[src/design/cau_pkg.sv]
// ----------------------------------------------------------------------------
// cau_pkg: shared types, constants and helpers for the complex arithmetic unit
// Fixed point format, operation and status codes, pipeline stage records,
// saturation helpers and the arctangent table for the angle datapath.
// ----------------------------------------------------------------------------
`default_nettype none

package cau_pkg;

  localparam int FRAC_BITS        = 16;
  localparam int ANGLE_ITERATIONS = 16;
  localparam int ATAN_ENTRIES     = 24;
  // quotient bits kept by the divider; anything wider saturates anyway
  localparam int QBITS            = 33;
  localparam int DIV_W            = 64 + QBITS;
  localparam int ROOT_W           = 32;
  localparam int NSTEP            = QBITS + 1;
  localparam int CW               = 36;

  typedef enum logic [2:0] {
    OP_ADD, OP_SUB, OP_MUL, OP_DIV, OP_NEG, OP_MAG, OP_ARG, OP_EQ
  } op_e;

  typedef enum logic [1:0] {
    ST_OK, ST_DIV0, ST_ARG0, ST_SAT
  } status_e;

  typedef struct packed {
    logic [31:0] val;
    logic        sat;
  } sat_t;

  typedef struct packed {
    op_e                op;
    logic signed [31:0] ar;
    logic signed [31:0] ai;
    logic signed [31:0] br;
    logic signed [31:0] bi;
  } req_t;

  typedef struct packed {
    op_e                op;
    logic signed [31:0] ar;
    logic signed [31:0] ai;
    logic [31:0]        re;
    logic [31:0]        im;
    logic               eq;
    logic               sat;
    logic               b_zero;
    logic signed [63:0] p_rr;
    logic signed [63:0] p_ii;
    logic signed [63:0] p_ir;
    logic signed [63:0] p_ri;
    logic signed [63:0] p_br;
    logic signed [63:0] p_bi;
    logic signed [63:0] p_ar;
    logic signed [63:0] p_ai;
  } prod_t;

  typedef struct packed {
    op_e                 op;
    logic [31:0]         re;
    logic [31:0]         im;
    logic                eq;
    logic                sat;
    logic signed [64:0]  mre;
    logic signed [64:0]  mim;
    logic [63:0]         den;
    logic                den_zero;
    logic                neg_re;
    logic                neg_im;
    logic [DIV_W-1:0]    rem_re;
    logic [DIV_W-1:0]    rem_im;
    logic [QBITS-1:0]    q_re;
    logic [QBITS-1:0]    q_im;
    logic                ovf_re;
    logic                ovf_im;
    logic [63:0]         srem;
    logic [ROOT_W-1:0]   root;
    logic signed [CW-1:0] cx;
    logic signed [CW-1:0] cy;
    logic signed [31:0]  cz;
    logic                a_zero;
  } stage_t;

  localparam logic [31:0] ATAN_Q30 [ATAN_ENTRIES] = '{
    32'h3243F6A8, 32'h1DAC6705, 32'h0FADBAFC, 32'h07F56EA6, 32'h03FEAB76,
    32'h01FFD55B, 32'h00FFFAAA, 32'h007FFF55, 32'h003FFFEA, 32'h001FFFFD,
    32'h000FFFFF, 32'h0007FFFF, 32'h0003FFFF, 32'h0001FFFF, 32'h0000FFFF,
    32'h00007FFF, 32'h00003FFF, 32'h00001FFF, 32'h00000FFF, 32'h000007FF,
    32'h000003FF, 32'h000001FF, 32'h000000FF, 32'h0000007F
  };

  localparam logic [31:0] HALF_PI_Q30 = 32'h6487ED51;

  // round a 2^-30 angle to the working fraction
  function automatic logic signed [31:0] ang_c(input logic [31:0] t30);
    logic [32:0] s;
    s = {1'b0, t30} + (33'd1 << (29 - FRAC_BITS));
    return $signed(32'(s >> (30 - FRAC_BITS)));
  endfunction

  // clamp a wide signed value to 32 bits
  function automatic sat_t sat_s(input logic signed [64:0] v);
    sat_t r;
    if (v > 65'sd2147483647) begin
      r.val = 32'h7FFFFFFF;
      r.sat = 1'b1;
    end else if (v < -65'sd2147483648) begin
      r.val = 32'h80000000;
      r.sat = 1'b1;
    end else begin
      r.val = v[31:0];
      r.sat = 1'b0;
    end
    return r;
  endfunction

  // apply sign to a quotient magnitude and clamp
  function automatic sat_t div_val(input logic neg, input logic [QBITS-1:0] q,
                                   input logic ovf);
    logic signed [64:0] v;
    if (ovf) begin
      v = neg ? -(65'sd1 <<< 40) : (65'sd1 <<< 40);
    end else begin
      v = neg ? -$signed({{(65-QBITS){1'b0}}, q}) : $signed({{(65-QBITS){1'b0}}, q});
    end
    return sat_s(v);
  endfunction

endpackage

`default_nettype wire

[src/design/cau_back.sv]
// ----------------------------------------------------------------------------
// cau_back: result selection and output register
// Picks the result of the requested operation, folds in the status and
// holds it until the consumer takes it.
// ----------------------------------------------------------------------------
`default_nettype none

module cau_back (
  input  wire logic            clk,
  input  wire logic            rst_n,
  input  wire logic            adv,
  input  wire logic            stg_vld,
  input  wire cau_pkg::stage_t stg,
  output logic                 res_valid,
  output logic [31:0]          res_re,
  output logic [31:0]          res_im,
  output logic                 res_eq,
  output logic [1:0]           res_status
);

  logic               valid_r;
  logic [31:0]        re_r, re_nxt;
  logic [31:0]        im_r, im_nxt;
  logic               eq_r, eq_nxt;
  cau_pkg::status_e   st_r, st_nxt;

  // select per operation
  always_comb begin
    cau_pkg::sat_t   d_re, d_im, mag;
    cau_pkg::status_e code;
    logic            sat;
    d_re = cau_pkg::div_val(stg.neg_re, stg.q_re, stg.ovf_re);
    d_im = cau_pkg::div_val(stg.neg_im, stg.q_im, stg.ovf_im);
    mag  = cau_pkg::sat_s(65'(stg.root));
    re_nxt = stg.re;
    im_nxt = stg.im;
    eq_nxt = stg.eq;
    sat    = stg.sat;
    code   = cau_pkg::ST_OK;
    case (stg.op)
      cau_pkg::OP_DIV: begin
        if (stg.den_zero) begin
          re_nxt = '0;
          im_nxt = '0;
          code   = cau_pkg::ST_DIV0;
        end else begin
          re_nxt = d_re.val;
          im_nxt = d_im.val;
          sat    = d_re.sat | d_im.sat;
        end
      end
      cau_pkg::OP_MAG: begin
        re_nxt = mag.val;
        im_nxt = '0;
        sat    = mag.sat;
      end
      cau_pkg::OP_ARG: begin
        im_nxt = '0;
        if (stg.a_zero) begin
          re_nxt = '0;
          code   = cau_pkg::ST_ARG0;
        end else begin
          re_nxt = stg.cz;
        end
      end
      default: begin
        code = cau_pkg::ST_OK;
      end
    endcase
    st_nxt = sat ? cau_pkg::ST_SAT : code;
  end

  always_ff @(posedge clk) begin
    if (!rst_n) begin
      valid_r <= 1'b0;
    end else if (adv) begin
      valid_r <= stg_vld;
    end
  end

  // hold the result while the consumer stalls
  always_ff @(posedge clk) begin
    if (adv) begin
      re_r <= re_nxt;
      im_r <= im_nxt;
      eq_r <= eq_nxt;
      st_r <= st_nxt;
    end
  end

  assign res_valid  = valid_r;
  assign res_re     = re_r;
  assign res_im     = im_r;
  assign res_eq     = eq_r;
  assign res_status = st_r;

endmodule

`default_nettype wire

[config.mk]
export PLATFORM = sky130hd
export DESIGN_NAME = cau_back
export DESIGN_NICKNAME = d
export VERILOG_FILES = /design/src/design/cau_pkg.sv /design/src/design/cau_back.sv
export SDC_FILE = /design/constraint.sdc
export NUM_CORES = 1
export LEC_CHECK = 0
export BUFFER_PORTS_ARGS = -buffer_cell sky130_fd_sc_hd__buf_2
export CAP_MARGIN = 25
export CORE_AREA = 5 5 306 308
export DETAILED_ROUTE_END_ITERATION = 12
export DIE_AREA = 0 0 311 313
export MAX_ROUTING_LAYER = met4
export SLEW_MARGIN = 20
export SYNTH_ARGS = -nofsm -noshare
export SYNTH_HDL_FRONTEND = slang
export SYNTH_SLANG_ARGS = --single-unit
[constraint.sdc]
create_clock -name clk -period 6.3 [get_ports clk]
set_clock_uncertainty 0.05 [all_clocks]
set_input_delay 0.945 -clock clk [delete_from_list [all_inputs] [get_ports clk]]
set_output_delay 0.945 -clock clk [all_outputs]
set_load 0.05 [all_outputs]
# [Yosys cells after proc, flatten, opt, wreduce, memory -nomap -nowiden]
# Cells that the tools add are included.
[totals] register_bits=68 latch_bits=0 mem_bits_rw=0 rom_bits=0 input_bits=733 memories=0
[op_classes] n_addsub=2 n_mul=0 div=0 order_cmp=5 eq_ne=3 shift=0 mux=21 n_bitwise=1 n_reduce_logical=1
[op_table] op="65-bit two-way mux" count=6
[op_table] op="33-bit two-way mux" count=5
[op_table] op="65-bit by 32-bit > comparator with 1-bit output, second input constant" count=2
[op_table] op="65-bit by 32-bit less-than comparator with 1-bit output, second input constant" count=2
[op_table] op="33-bit negation with 65-bit output" count=2
[op_table] op="32-bit two-way mux" count=3
[op_table] op="32-bit case mux with 3 select lines" count=1
[op_table] op="32-bit case mux with 2 select lines" count=1
[op_table] op="32-bit by 31-bit > comparator with 1-bit output, second input constant" count=1
[op_table] op="3-bit equality test, second input constant" count=2
[op_table] op="2-bit case mux with 2 select lines" count=1
[op_table] op="3-bit by 2-bit equality test with 1-bit output, second input constant" count=1
[op_table] op="1-bit two-way mux" count=2
[op_table] op="2-bit two-way mux" count=1
[op_table] op="1-bit case mux with 2 select lines" count=1
[op_table] op="2-bit OR reduction" count=1
[op_table] op="1-bit bitwise OR" count=1

# [Longest topological paths before layout]
# Gate-level depths: netlist of run 1.
[logic_depth] word_depth=9 mapped_depth=14

# [Worst setup path before layout of run 1]
# Ideal clock, no wire load.
[synth_timing] path_type="input -> register" startpoint="in stg[256] (netlist name)" endpoint="reg re_r[11] (netlist: res_re[11]) (data pin)" arrival_ns=3.792 slack_ns=2.317 path_stages=12 path_cell_list="or4_1 or4b_1 buf_2 nor4_1 ha_1 inv_1 o21ai_0 o21ai_0 a211oi_4 clkbuf_1 nor2_1 a21oi_2"
[synth_between] elab_chain_len=8 elab_cells_between_ends=9 cone_classes="add/sub (1); order compare (2); mux (6)"
[synth_lines] item="from (decl)" line="cau_back.sv:13" text="input wire cau_pkg::stage_t stg,"
[synth_lines] item="33-bit negation with 65-bit output" line="cau_pkg.sv:126" text="v = neg ? -$signed({{(65-QBITS){1'b0}}, q}) : $signed({{(65-QBITS){1'b0}}, q});"
[synth_lines] item="65-bit two-way mux *" line="cau_pkg.sv:126"
[synth_lines] item="65-bit two-way mux *" line="cau_pkg.sv:123" text="if (ovf) begin"
[synth_lines] item="65-bit by 32-bit less-than comparator with 1-bit output" line="cau_pkg.sv:109" text="end else if (v < -65'sd2147483648) begin"
[synth_lines] item="33-bit two-way mux" line="cau_pkg.sv:109"
[synth_lines] item="33-bit two-way mux *" line="cau_pkg.sv:106" text="if (v > 65'sd2147483647) begin"
[synth_lines] item="32-bit two-way mux *" line="cau_back.sv:42" text="if (stg.den_zero) begin"
[synth_lines] item="32-bit case mux with 3 select lines *" line="cau_back.sv:40" text="case (stg.op)"
[synth_lines] item="via re_nxt[11]" line="cau_back.sv:22" text="logic [31:0] re_r, re_nxt;"
[synth_lines] item="to (signal assigned)" line="cau_back.sv:84" text="re_r <= re_nxt;"
[synth_lines] item="to (decl)" line="cau_back.sv:22"
# The timed path passes the listed nets; every way through them passes the cells marked *.
# A chain may end at the register's enable or synchronous reset.

# [Final worst setup path of run 1]
[layout_timing] startpoint="in stg[237] (netlist name)" endpoint="reg re_r[5] (netlist: res_re[5]) (data pin)"
# The elaborated chain is that of the path after synthesis.

==> results of run 1 <==
[worst max path at each step]
| stage | to | slack (ps) |
|---|---|---|
| 6_report | res_re[5]$_DFFE_PP_ | 1530 |
| 5_1_grt | res_re[17]$_DFFE_PP_ | 1310 |
| 4_1_cts | res_im[21]$_DFFE_PP_ | 1600 |
| 3_5_place_dp | res_im[7]$_DFFE_PP_ | 1190 |
| 3_3_place_gp | res_im[21]$_DFFE_PP_ | 1240 |
| 2_1_floorplan | res_re[11]$_DFFE_PP_ | 2320 |
[stage by stage]
stage | hold slack (ps) | total power [µW] | utilization | setup WS [ps]
floorplan | 692.9 | 986.6 | - | 2317
global placement | 439.0 | 1241 | 0.09506 | 1236
detailed placement | 473.8 | 1247 | 0.09506 | 1190
CTS | 486.8 | 1849 | 0.09837 | 1601
global route | 536.4 | 1894 | 0.09900 | 1312
finish | 479.9 | 1797 | 0.09900 | 1533
[layout by cell type (no fill, tap or decap), drive strengths merged, types with 3 or more instances in the layout]
| cell type | synthesis | layout |
|---|---|---|
| a211oi | 4 | 4 |
| a21oi | 73 | 73 |
| a221o | 31 | 31 |
| a31oi | 4 | 4 |
| buf | 12 | 295 |
| clkbuf | 33 | 9 |
| clkinv | 0 | 4 |
| diode | 0 | 23 |
| edfxtp | 67 | 67 |
| ha | 4 | 4 |
| inv | 11 | 13 |
| nand2 | 24 | 24 |
| nand2b | 7 | 7 |
| nand3 | 5 | 5 |
| nand3b | 3 | 3 |
| nand4 | 5 | 5 |
| nor2 | 79 | 79 |
| nor2b | 5 | 5 |
| nor3 | 7 | 7 |
| nor4 | 15 | 15 |
| o21ai | 55 | 55 |
| o31ai | 13 | 13 |
| o32ai | 30 | 30 |
| o41ai | 11 | 11 |
| or2 | 6 | 6 |
| or3 | 9 | 9 |
| or4 | 10 | 10 |
| xnor2 | 49 | 49 |
| xor2 | 9 | 9 |
[flip-flops by register name, indices dropped and copies added, names as in the netlist]
register / cells
res_im: 32
res_eq: 1
res_re: 32
res_status: 2
res_valid: 1
[layer usage]
| metal | part of all wire | wire length (µm) |
|---|---|---|
| met1 | 0.42 | 17110 |
| met2 | 0.40 | 16190 |
| met3 | 0.16 | 6474 |
| met4 | 0.016 | 655 |
| met5 | 0 | 0 |
[power groups by stage]
stage	Clock (µW)	Combinational, µW	Sequential [µW]
floorplan	0	219	768
global placement	0	658	583
detailed placement	0	663	584
CTS	610	664	575
global route	618	697	579
finish	571	651	575
[critical path, stage by stage]
cell and delay [ps]:
buf_2 130, inv_1 90, ha_1 230, nor4b_1 510, nand4_1 490, nor4_1 400
ha_1 210, inv_1 50, o21ai_0 210, o21ai_0 220, a211oi_4 760, buf_4 360
o32ai_2 120, a21oi_2 170
[kinds of logic after synthesis]
| family | count (synthesis) | synth area share |
|---|---|---|
| multiplexers | 1 | 0.001718 |
| AND/OR/NAND/NOR | 186 | 0.1715 |
| buffers and inverters | 56 | 0.04830 |
| adder cells (fa/ha/maj) | 4 | 0.008588 |
| AO/OA/AOI/OAI | 235 | 0.3340 |
| XOR/XNOR | 58 | 0.08716 |
| flip-flops | 68 | 0.3486 |
[final cells by class]
type,count,area (µm²),share of cell area
sequential,68,2032,0.2260
antenna,23,57.56,0.006400
multi-input combinational,484,3538,0.3935
timing repair buffer,295,1539,0.1711
inverter,11,41.29,0.004592
clock buffer,9,225.2,0.02505
clock inverter,7,75.07,0.008348
tap,1186,1484,0.1650
==> results.sh, run 1 <==
export IMPL_rows=111
export IMPL_seqPwrFrac=0.320
export IMPL_worst_pin_slew_ps=1160
export IMPL_dieArea_um2=97340
export IMPL_grt_use_met1=0.09977
export IMPL_status="finished, final reports clean"
export IMPL_die_w_um=311
export IMPL_power_density_nw_per_um2=199.8
export IMPL_post_cts_buffers=0
export IMPL_vias_per_cell=3.044
export IMPL_hold_buffers=0
export IMPL_grt_max_degree=52
export IMPL_setup_worst_path_end_class="flop"
export IMPL_dieHeight_um=313
export IMPL_reg2reg_depth=2
export IMPL_globalplace_congestion=0.8149
export IMPL_synthTopCellsByArea="edfxtp_1, o32ai_2, xnor2_1, a221o_1, nor2_1"
export IMPL_cts_tree="yes"
export IMPL_cts_resized=0
export IMPL_grt_overflow=0
export IMPL_setup_tns_ps=0
export IMPL_yosys_area_top_type="edfxtp_1"
export IMPL_wirelength_um=40420
export IMPL_holdPathEnd="res_valid$_SDFFE_PN0P_"
export IMPL_use_met2=0.1141
export IMPL_start_util=0.06417
export IMPL_drc=0
export IMPL_finalHoldViolCount=0
export IMPL_syn_area_um2=5828
export IMPL_root_buffer="clkbuf_16"
export IMPL_final_cell_area_um2=8992
export IMPL_final_nets=1606
export IMPL_crit_arrival_ps=4940
export IMPL_start_kind="input port"
export IMPL_layout_drive_gt1_share=0.4508
export IMPL_grt_pass1_wl_um=52250
export IMPL_grt_use_met3=0.05547
export IMPL_hp_start="res_valid$_SDFFE_PN0P_"
export IMPL_clockBufferDepth=2
export IMPL_p_leak_uw=0.003083
export IMPL_dr_pass1_iters=7
export IMPL_finalCritPeriodShare=0.7566
export IMPL_comb_power_share=0.362
export IMPL_worstSetupPathType="in2reg"
export IMPL_clkLatencyLatePin_ps=370
export IMPL_dp_hpwl_um=34800
export IMPL_h_tree_depth=3
export IMPL_drv_cap=0
export IMPL_pin_count=801
export IMPL_fillers=10560
export IMPL_clock_sinks=68
export IMPL_place_area_um2=8635
export IMPL_slew_viol_final=0
export IMPL_r2r_start="res_valid$_SDFFE_PN0P_"
export IMPL_wl_per_cell_um=19.41
export IMPL_ys_warn_count=0
export IMPL_switching_share=0.4049
export IMPL_top_usage_layer="met2"
export IMPL_drt_iter0_markers=504
export IMPL_fmax_ghz=0.2098
export IMPL_rsz0062_at_grt="no"
export IMPL_synth_most_common_cell="nor2_1"
export IMPL_yosys_area_top_type_share=0.3452
export IMPL_vias=6341
export IMPL_ant_nets=0
export IMPL_r2r_slack_ps=5660
export IMPL_area_growth_pct=54.29
export IMPL_final_cell_count_no_fill=2083
export IMPL_ir_drop_mv=0.1298
export IMPL_finalSetupViolCount=0
export IMPL_dp_cells=2044
export IMPL_yosysSeqAreaShare=0.3486
export IMPL_synth_cell_types=59
export IMPL_synth_top_cells_by_count="nor2_1, edfxtp_1, o21ai_0, xnor2_1, a21oi_1"
export IMPL_ys_dominant_reg_cell="edfxtp_1"
export IMPL_grtUsageTotal=0.08241
export IMPL_syn_area_per_cell_um2=9.586
export IMPL_power_internal_uw=1069
export IMPL_crit_start="stg[237]"
export IMPL_clk_pin_slew_ps=70
export IMPL_hold_path_depth=2
export IMPL_core_um2=90830
export IMPL_slew_headroom=0.2212
export IMPL_grt_pass1_vias=5895
export IMPL_switching_power_uw=727.4
export IMPL_syn_nets=1345
export IMPL_portBuffers=276
export IMPL_min_path_type="reg2reg"
export IMPL_ys_seq_elements=68
export IMPL_syn_inst=608
export IMPL_required_ps=6470
export IMPL_min_period_ps=4767
export IMPL_async_reset_ff_frac=0
export IMPL_cp_max_fo=14
export IMPL_p_clk_frac=0.318
export IMPL_grt_antenna_before_repair=55
export IMPL_numCtsBuffers=9
export IMPL_r2r_end="res_valid$_SDFFE_PN0P_"
export IMPL_synth_edf_count=67
(Power assumes the default switching activity.)
==> run 2, diff against run 1 <==
--- a/config.mk
+++ b/config.mk
@@ -5,11 +5,12 @@
 export SDC_FILE = /design/constraint.sdc
 export NUM_CORES = 1
 export LEC_CHECK = 0
+export ABC_AREA = 1
 export BUFFER_PORTS_ARGS = -buffer_cell sky130_fd_sc_hd__buf_2
 export CAP_MARGIN = 25
-export CORE_AREA = 5 5 306 308
+export CORE_AREA = 5 5 304 306
 export DETAILED_ROUTE_END_ITERATION = 12
-export DIE_AREA = 0 0 311 313
+export DIE_AREA = 0 0 309 311
 export MAX_ROUTING_LAYER = met4
 export SLEW_MARGIN = 20
 export SYNTH_ARGS = -nofsm -noshare
==> constraint.sdc (replaced) <==
create_clock -name clk -period 4.8 [get_ports clk]
set_clock_uncertainty 0.05 [all_clocks]
set_input_delay 0.72 -clock clk [delete_from_list [all_inputs] [get_ports clk]]
set_output_delay 0.72 -clock clk [all_outputs]
set_load 0.05 [all_outputs]
==> run 2 against run 1 <==
  * Register-to-register slack lost 1500 ps
  * Die area decreased by 1.3%
  * Largest cell class unchanged
  * Total power rose by 32%
  * First-iteration DRC count is 49% higher
  * Via count grew 46%
  * Sequential power increased by 29%
==> results.sh, run 2 <==
export IMPL_critPathBufInv=4
export IMPL_ys_seq_elements=68
export IMPL_setup_tns_ps=0
export IMPL_start_util=0.08154
export IMPL_clock_sinks=68
export IMPL_dieHeight_um=311
export IMPL_p_leak_uw=0.004748
export IMPL_drc=0
export IMPL_h_tree_depth=3
export IMPL_slowest_delay_ps=350
export IMPL_numCtsBuffers=9
export IMPL_grt_pass1_vias=8552
export IMPL_wl_per_cell_um=17.05
export IMPL_grt_max_degree=40
export IMPL_synth_top_cells_by_count="nand2_1, nor2_1, nand3_1, inv_1, edfxtp_1"
export IMPL_final_nets=2258
export IMPL_drt_iter0_markers=749
export IMPL_dr_pass1_iters=5
export IMPL_yosysSeqAreaShare=0.2790
export IMPL_clkLatencyLatePin_ps=360
export IMPL_power_density_nw_per_um2=226.8
export IMPL_slew_headroom=0.4173
export IMPL_area_growth_pct=43.84
export IMPL_slew_viol_final=0
export IMPL_final_cell_mix="nand2_1, buf_2, nor2_1, nand3_1, inv_1"
export IMPL_rsz0062_at_grt="no"
export IMPL_worst_pin_slew_ps=872.0
export IMPL_dp_cells=2686
export IMPL_async_reset_ff_frac=0
export IMPL_finalCritPeriodShare=0.8228
export IMPL_grt_overflow=0
export IMPL_setup_worst_path_end_class="flop"
export IMPL_start_kind="input port"
export IMPL_required_ps=4850
export IMPL_yosys_area_top_type="edfxtp_1"
export IMPL_cp_slowest_cell="o211ai_1"
export IMPL_p_clk_frac=0.328
export IMPL_rows=110
export IMPL_ys_warn_count=0
export IMPL_comb_power_share=0.361
export IMPL_pre_cts_ws_ps=503.2
export IMPL_syn_nets=2001
export IMPL_dieArea_um2=96100
export IMPL_hold_buffers=0
export IMPL_yosys_area_top_type_share=0.2762
export IMPL_switching_power_uw=1015
export IMPL_finalHoldViolCount=0
export IMPL_grtUsageTotal=0.09664
export IMPL_synth_most_common_cell="nand2_1"
export IMPL_ir_drop_mv=0.1335
export IMPL_min_period_ps=3950
export IMPL_power_internal_uw=1362
export IMPL_post_cts_buffers=0
export IMPL_switching_share=0.4269
export IMPL_seqPwrFrac=0.311
export IMPL_core_um2=89320
export IMPL_globalplace_congestion=0.8661
export IMPL_crit_arrival_ps=4000
export IMPL_min_path_type="in2reg"
export IMPL_cts_tree="yes"
export IMPL_pin_count=801
export IMPL_clockBufferDepth=2
export IMPL_synth_edf_count=67
export IMPL_wirelength_um=46810
export IMPL_dp_hpwl_um=40510
export IMPL_portBuffers=276
export IMPL_cp_max_fo=18
export IMPL_synth_cell_types=37
export IMPL_status="finished, final reports clean"
export IMPL_worstSetupPathType="in2reg"
export IMPL_hold_slack_ps=481.9
export IMPL_ant_nets=0
export IMPL_die_w_um=309
export IMPL_synthTopCellsByArea="edfxtp_1, nand2_1, nor2_1, nand3_1, inv_1"
export IMPL_ys_dominant_reg_cell="edfxtp_1"
export IMPL_grt_antenna_before_repair=60
export IMPL_final_common_cell="nand2_1"
export IMPL_path_cells="buf_2 > inv_1 > ha_1 > nand2_2 > nor2_4 > nand2_2 > nor2_1 > ha_1 > o211ai_1 > nand2_1 > inv_1 > nand4_1 > nor2_1 > nand2_1 > nor2_1 > nand2_1 > nor2_1 > nand2_1 > nand3_2 > buf_4 > nand3_1 > nand2_1 > nand3_1"
export IMPL_syn_area_per_cell_um2=5.762
export IMPL_layout_drive_gt1_share=0.2405
export IMPL_post_route_util=0.1173
export IMPL_root_buffer="clkbuf_16"
export IMPL_finalSetupViolCount=0
export IMPL_fmax_ghz=0.2532
export IMPL_vias=9249
export IMPL_critical_path_top_delay_family="simple AND/OR/NAND/NOR gates"
export IMPL_syn_inst=1264
export IMPL_crit_top_cell="nand2_1"
export IMPL_drv_cap=0
export IMPL_vias_per_cell=3.368
export IMPL_fillers=10450
export IMPL_clk_pin_slew_ps=60
export IMPL_cts_resized=0
export IMPL_grt_pass1_wl_um=63400
export IMPL_final_cell_count_no_fill=2746
export IMPL_fin_ws_ps=850.4
export IMPL_syn_area_um2=7283
## run 2: cell types whose count changed after synthesis, moves of 27 or more
cell	delta
nor2_1	+156
o32ai_2	-27
inv_1	+94
a21oi_2	-31
o21ai_0	-33
a221o_1	-31
o21ai_1	+30
nand3_1	+155
xnor2_1	-49
nand2_1	+422
## run 2: per-stage QoR
step                power [µW]  area, µm²
detailed placement        1615      10060
finish                    2376      10480
global placement          1608      10060
floorplan                 1272       7283
CTS                       2432      10370
global route              2509      10470
## run 2: kinds of logic (layout without fill, tap and decap cells)
logic type / after synthesis / in the layout / share of synthesized area
and+or+nand+nor: 908 / 908 / 0.5277
buffers and inverters: 165 / 427 / 0.09466
AOI/OAI and AO/OA: 119 / 119 / 0.09174
DFF: 68 / 68 / 0.2790
adders and majority gates: 4 / 4 / 0.006872
other: 0 / 44 / 0
## run 2: worst paths after layout
check | start | slack [ps] | cells after the start | to
worst max-delay path | stg[203] | 850 | 23 | res_status[0]$_SDFFCE_PP1P_
worst min-delay path | stg[661] | 480 | 1 | res_eq$_DFFE_PP_
worst max register to register | res_valid$_SDFFE_PN0P_ | 4110 | 2 | res_valid$_SDFFE_PN0P_
worst min register to register | res_valid$_SDFFE_PN0P_ | 490 | 2 | res_valid$_SDFFE_PN0P_
## run 2: routing by layer
| metal | vias up | track usage | part of all wire |
|---|---|---|---|
| li1 | 4668 | - | - |
| met1 | 4222 | 0.1115 | 0.43 |
| met2 | 305 | 0.1403 | 0.43 |
| met3 | 54 | 0.05602 | 0.11 |
| met4 | 0 | 0.03241 | 0.024 |
| met5 | - | - | 0 |
## run 2: area by class of cell
type / count / area (µm²) / area share
clock inverters: 7 / 82.58 / 0.007882
inverters: 115 / 431.7 / 0.04120
well taps: 1176 / 1471 / 0.1405
repair buffers: 296 / 1534 / 0.1464
diodes: 44 / 110.1 / 0.01051
flip-flops and latches: 68 / 2032 / 0.1940
clock buffers: 9 / 225.2 / 0.02150
multi-input cells: 1031 / 4589 / 0.4381
## run 2: power by group through the flow
| stage | registers (µW) | clock network [µW] | logic (µW) |
|---|---|---|---|
| after detailed placement | 753 | 0 | 862 |
| final | 740 | 779 | 858 |
| after floorplan | 968 | 0 | 304 |
| after global routing | 747 | 833 | 930 |
| after global placement | 751 | 0 | 857 |
| after CTS | 741 | 828 | 863 |
==> run 3, diff against run 2 <==
==> constraint.sdc (replaced) <==
create_clock -name clk -period 3.6 [get_ports clk]
set_clock_uncertainty 0.05 [all_clocks]
set_input_delay 0.54 -clock clk [delete_from_list [all_inputs] [get_ports clk]]
set_output_delay 0.54 -clock clk [all_outputs]
set_load 0.05 [all_outputs]
==> run 3 against run 2 <==
  * Die area stayed put
  * Register-to-register slack got worse by 1200 ps
  * Core utilization is 0.66 points higher
  * Global-route usage up 0.12 points
  * Critical endpoint is now res_status[1]$_SDFFCE_PP1P_
  * Largest cell class unchanged
  * Highest routed layer unchanged
==> results.sh, run 3 (synthesis results as in run 2) <==
export IMPL_slew_headroom=0.4849
export IMPL_dp_cells=2745
export IMPL_ant_nets=0
export IMPL_wl_per_cell_um=16.77
export IMPL_slew_viol_final=0
export IMPL_switching_power_uw=1343
export IMPL_final_cell_area_um2=11060
export IMPL_pin_count=801
export IMPL_dr_pass1_iters=5
export IMPL_place_area_um2=10590
export IMPL_dp_hpwl_um=41080
export IMPL_required_ps=3660
export IMPL_setup_worst_path_end_class="flop"
export IMPL_clk_pin_slew_ps=70
export IMPL_comb_power_share=0.377
export IMPL_finalHoldViolCount=0
export IMPL_core_um2=89320
export IMPL_drc=0
export IMPL_ir_drop_mv=0.1910
export IMPL_status="finished, final reports clean"
export IMPL_register_area_um2=2032
export IMPL_crit_top_cell="nor2_1"
export IMPL_slowest_delay_ps=300
export IMPL_cp_slowest_cell="nor4_2"
export IMPL_start_util=0.08154
export IMPL_clock_sinks=68
export IMPL_grt_antenna_before_repair=61
export IMPL_final_cell_mix="nand2_1, buf_2, nor2_1, nand3_1, inv_1"
export IMPL_path_cells="buf_2 > inv_1 > ha_4 > nand2_2 > nor2_4 > nand4_1 > nor4_2 > ha_1 > nor2_1 > nor3_1 > nor2_1 > nand3_1 > nor2_1 > nand2_1 > nor2_1 > nand2_1 > nor2_1 > nand2_1 > nand3_4 > buf_12 > buf_4 > nand3_1 > nand2_2 > nand3_1"
export IMPL_fmax_ghz=0.3069
export IMPL_area_growth_pct=51.88
export IMPL_fillers=10470
export IMPL_finalCritPeriodShare=0.9052
export IMPL_final_common_cell="nand2_1"
export IMPL_cp_max_fo=10
export IMPL_finalSetupViolCount=0
export IMPL_grt_pass1_wl_um=64970
export IMPL_power_internal_uw=1866
export IMPL_root_buffer="clkbuf_16"
export IMPL_cts_tree="yes"
export IMPL_p_total_uw=3210
export IMPL_rows=110
export IMPL_start_kind="input port"
export IMPL_portBuffers=276
export IMPL_die_w_um=309
export IMPL_clockBufferDepth=2
export IMPL_crit_arrival_ps=3320
export IMPL_min_path_type="in2reg"
export IMPL_grt_overflow=0
export IMPL_dieArea_um2=96100
export IMPL_rsz0062_at_grt="no"
export IMPL_globalplace_congestion=0.8900
export IMPL_vias=9409
export IMPL_wirelength_um=47040
export IMPL_grtUsageTotal=0.09784
export IMPL_final_nets=2318
export IMPL_grt_pass1_vias=9061
export IMPL_seqPwrFrac=0.308
export IMPL_clkLatencyLatePin_ps=360
export IMPL_min_period_ps=3259
export IMPL_grt_max_degree=60
export IMPL_post_route_util=0.1238
export IMPL_power_density_nw_per_um2=290.1
export IMPL_worstSetupPathType="in2reg"
export IMPL_p_clk_frac=0.315
export IMPL_dieHeight_um=311
export IMPL_drv_cap=0
export IMPL_numCtsBuffers=9
export IMPL_final_cell_count_no_fill=2805
export IMPL_multi_input_area_um2=4636
export IMPL_worst_pin_slew_ps=772.6
export IMPL_p_leak_uw=0.005076
export IMPL_drt_iter0_markers=558
export IMPL_vias_per_cell=3.354
export IMPL_layout_drive_gt1_share=0.2736
export IMPL_h_tree_depth=3
export IMPL_switching_share=0.4185
[run 3: changes by cell type in the layout (fill, tap and decap cells not counted), moves of 3 or more]
cell,change
buf_12,+7
nand2_2,+3
nand2_1,-3
buf_4,+52
[run 3: power by group through the flow]
stage               logic, µW  clock network [µW]  registers (µW)
detailed placement       1210                   0            1010
global placement         1210                   0            1000
global route             1310                1090             995
finish                   1210                1010             987
CTS                      1210                1060             988
floorplan                 405                   0            1290
[run 3: metal layers]
layer	GRT usage	share of wire
met2	0.1417	0.42
met1	0.1115	0.42
met3	0.05779	0.13
met4	0.03528	0.031
met5	-	0
[run 3: worst paths after layout]
check	endpoint	from	slack (ps)	depth (start not counted)
max	res_status[1]$_SDFFCE_PP1P_	stg[236]	340	24
min	res_eq$_DFFE_PP_	stg[661]	290	1
max reg2reg	res_valid$_SDFFE_PN0P_	res_valid$_SDFFE_PN0P_	2880	2
min reg2reg	res_valid$_SDFFE_PN0P_	res_valid$_SDFFE_PN0P_	520	2
[run 3: area by class of cell]
type,instances,area share
multi-input combinational,1031,0.4191
tap,1176,0.1330
timing repair buffer,356,0.1876
inverter,115,0.03902
antenna,43,0.009727
clock inverter,7,0.007465
clock buffer,9,0.02036
sequential,68,0.1837
[run 3: critical path: cells and delay by family]
| kind | cells | cell delay [ps] |
|---|---|---|
| AND/OR/NAND/NOR | 18 | 1840 |
| buffers and inverters | 4 | 480 |
| adder cells (fa/ha/maj) | 2 | 440 |
[run 3: repair_timing]
item / CTS / global route
setup buffers: 0 / 1
gates resized for setup: 0 / 11
hold buffers: 0 / 0
endpoints found under the setup margin: 0 / 32
[run 3: per-stage QoR]
step / TNS (ps) / hold slack (ps) / setup WS [ps]
floorplan: 0 / 583.5 / 439.7
global placement: -3690 / 474.7 / -198.3
detailed placement: -3910 / 500.5 / -212.3
CTS: 0 / 261.6 / 191.0
global route: 0 / 267.9 / 2.361
finish: 0 / 293.8 / 341.5
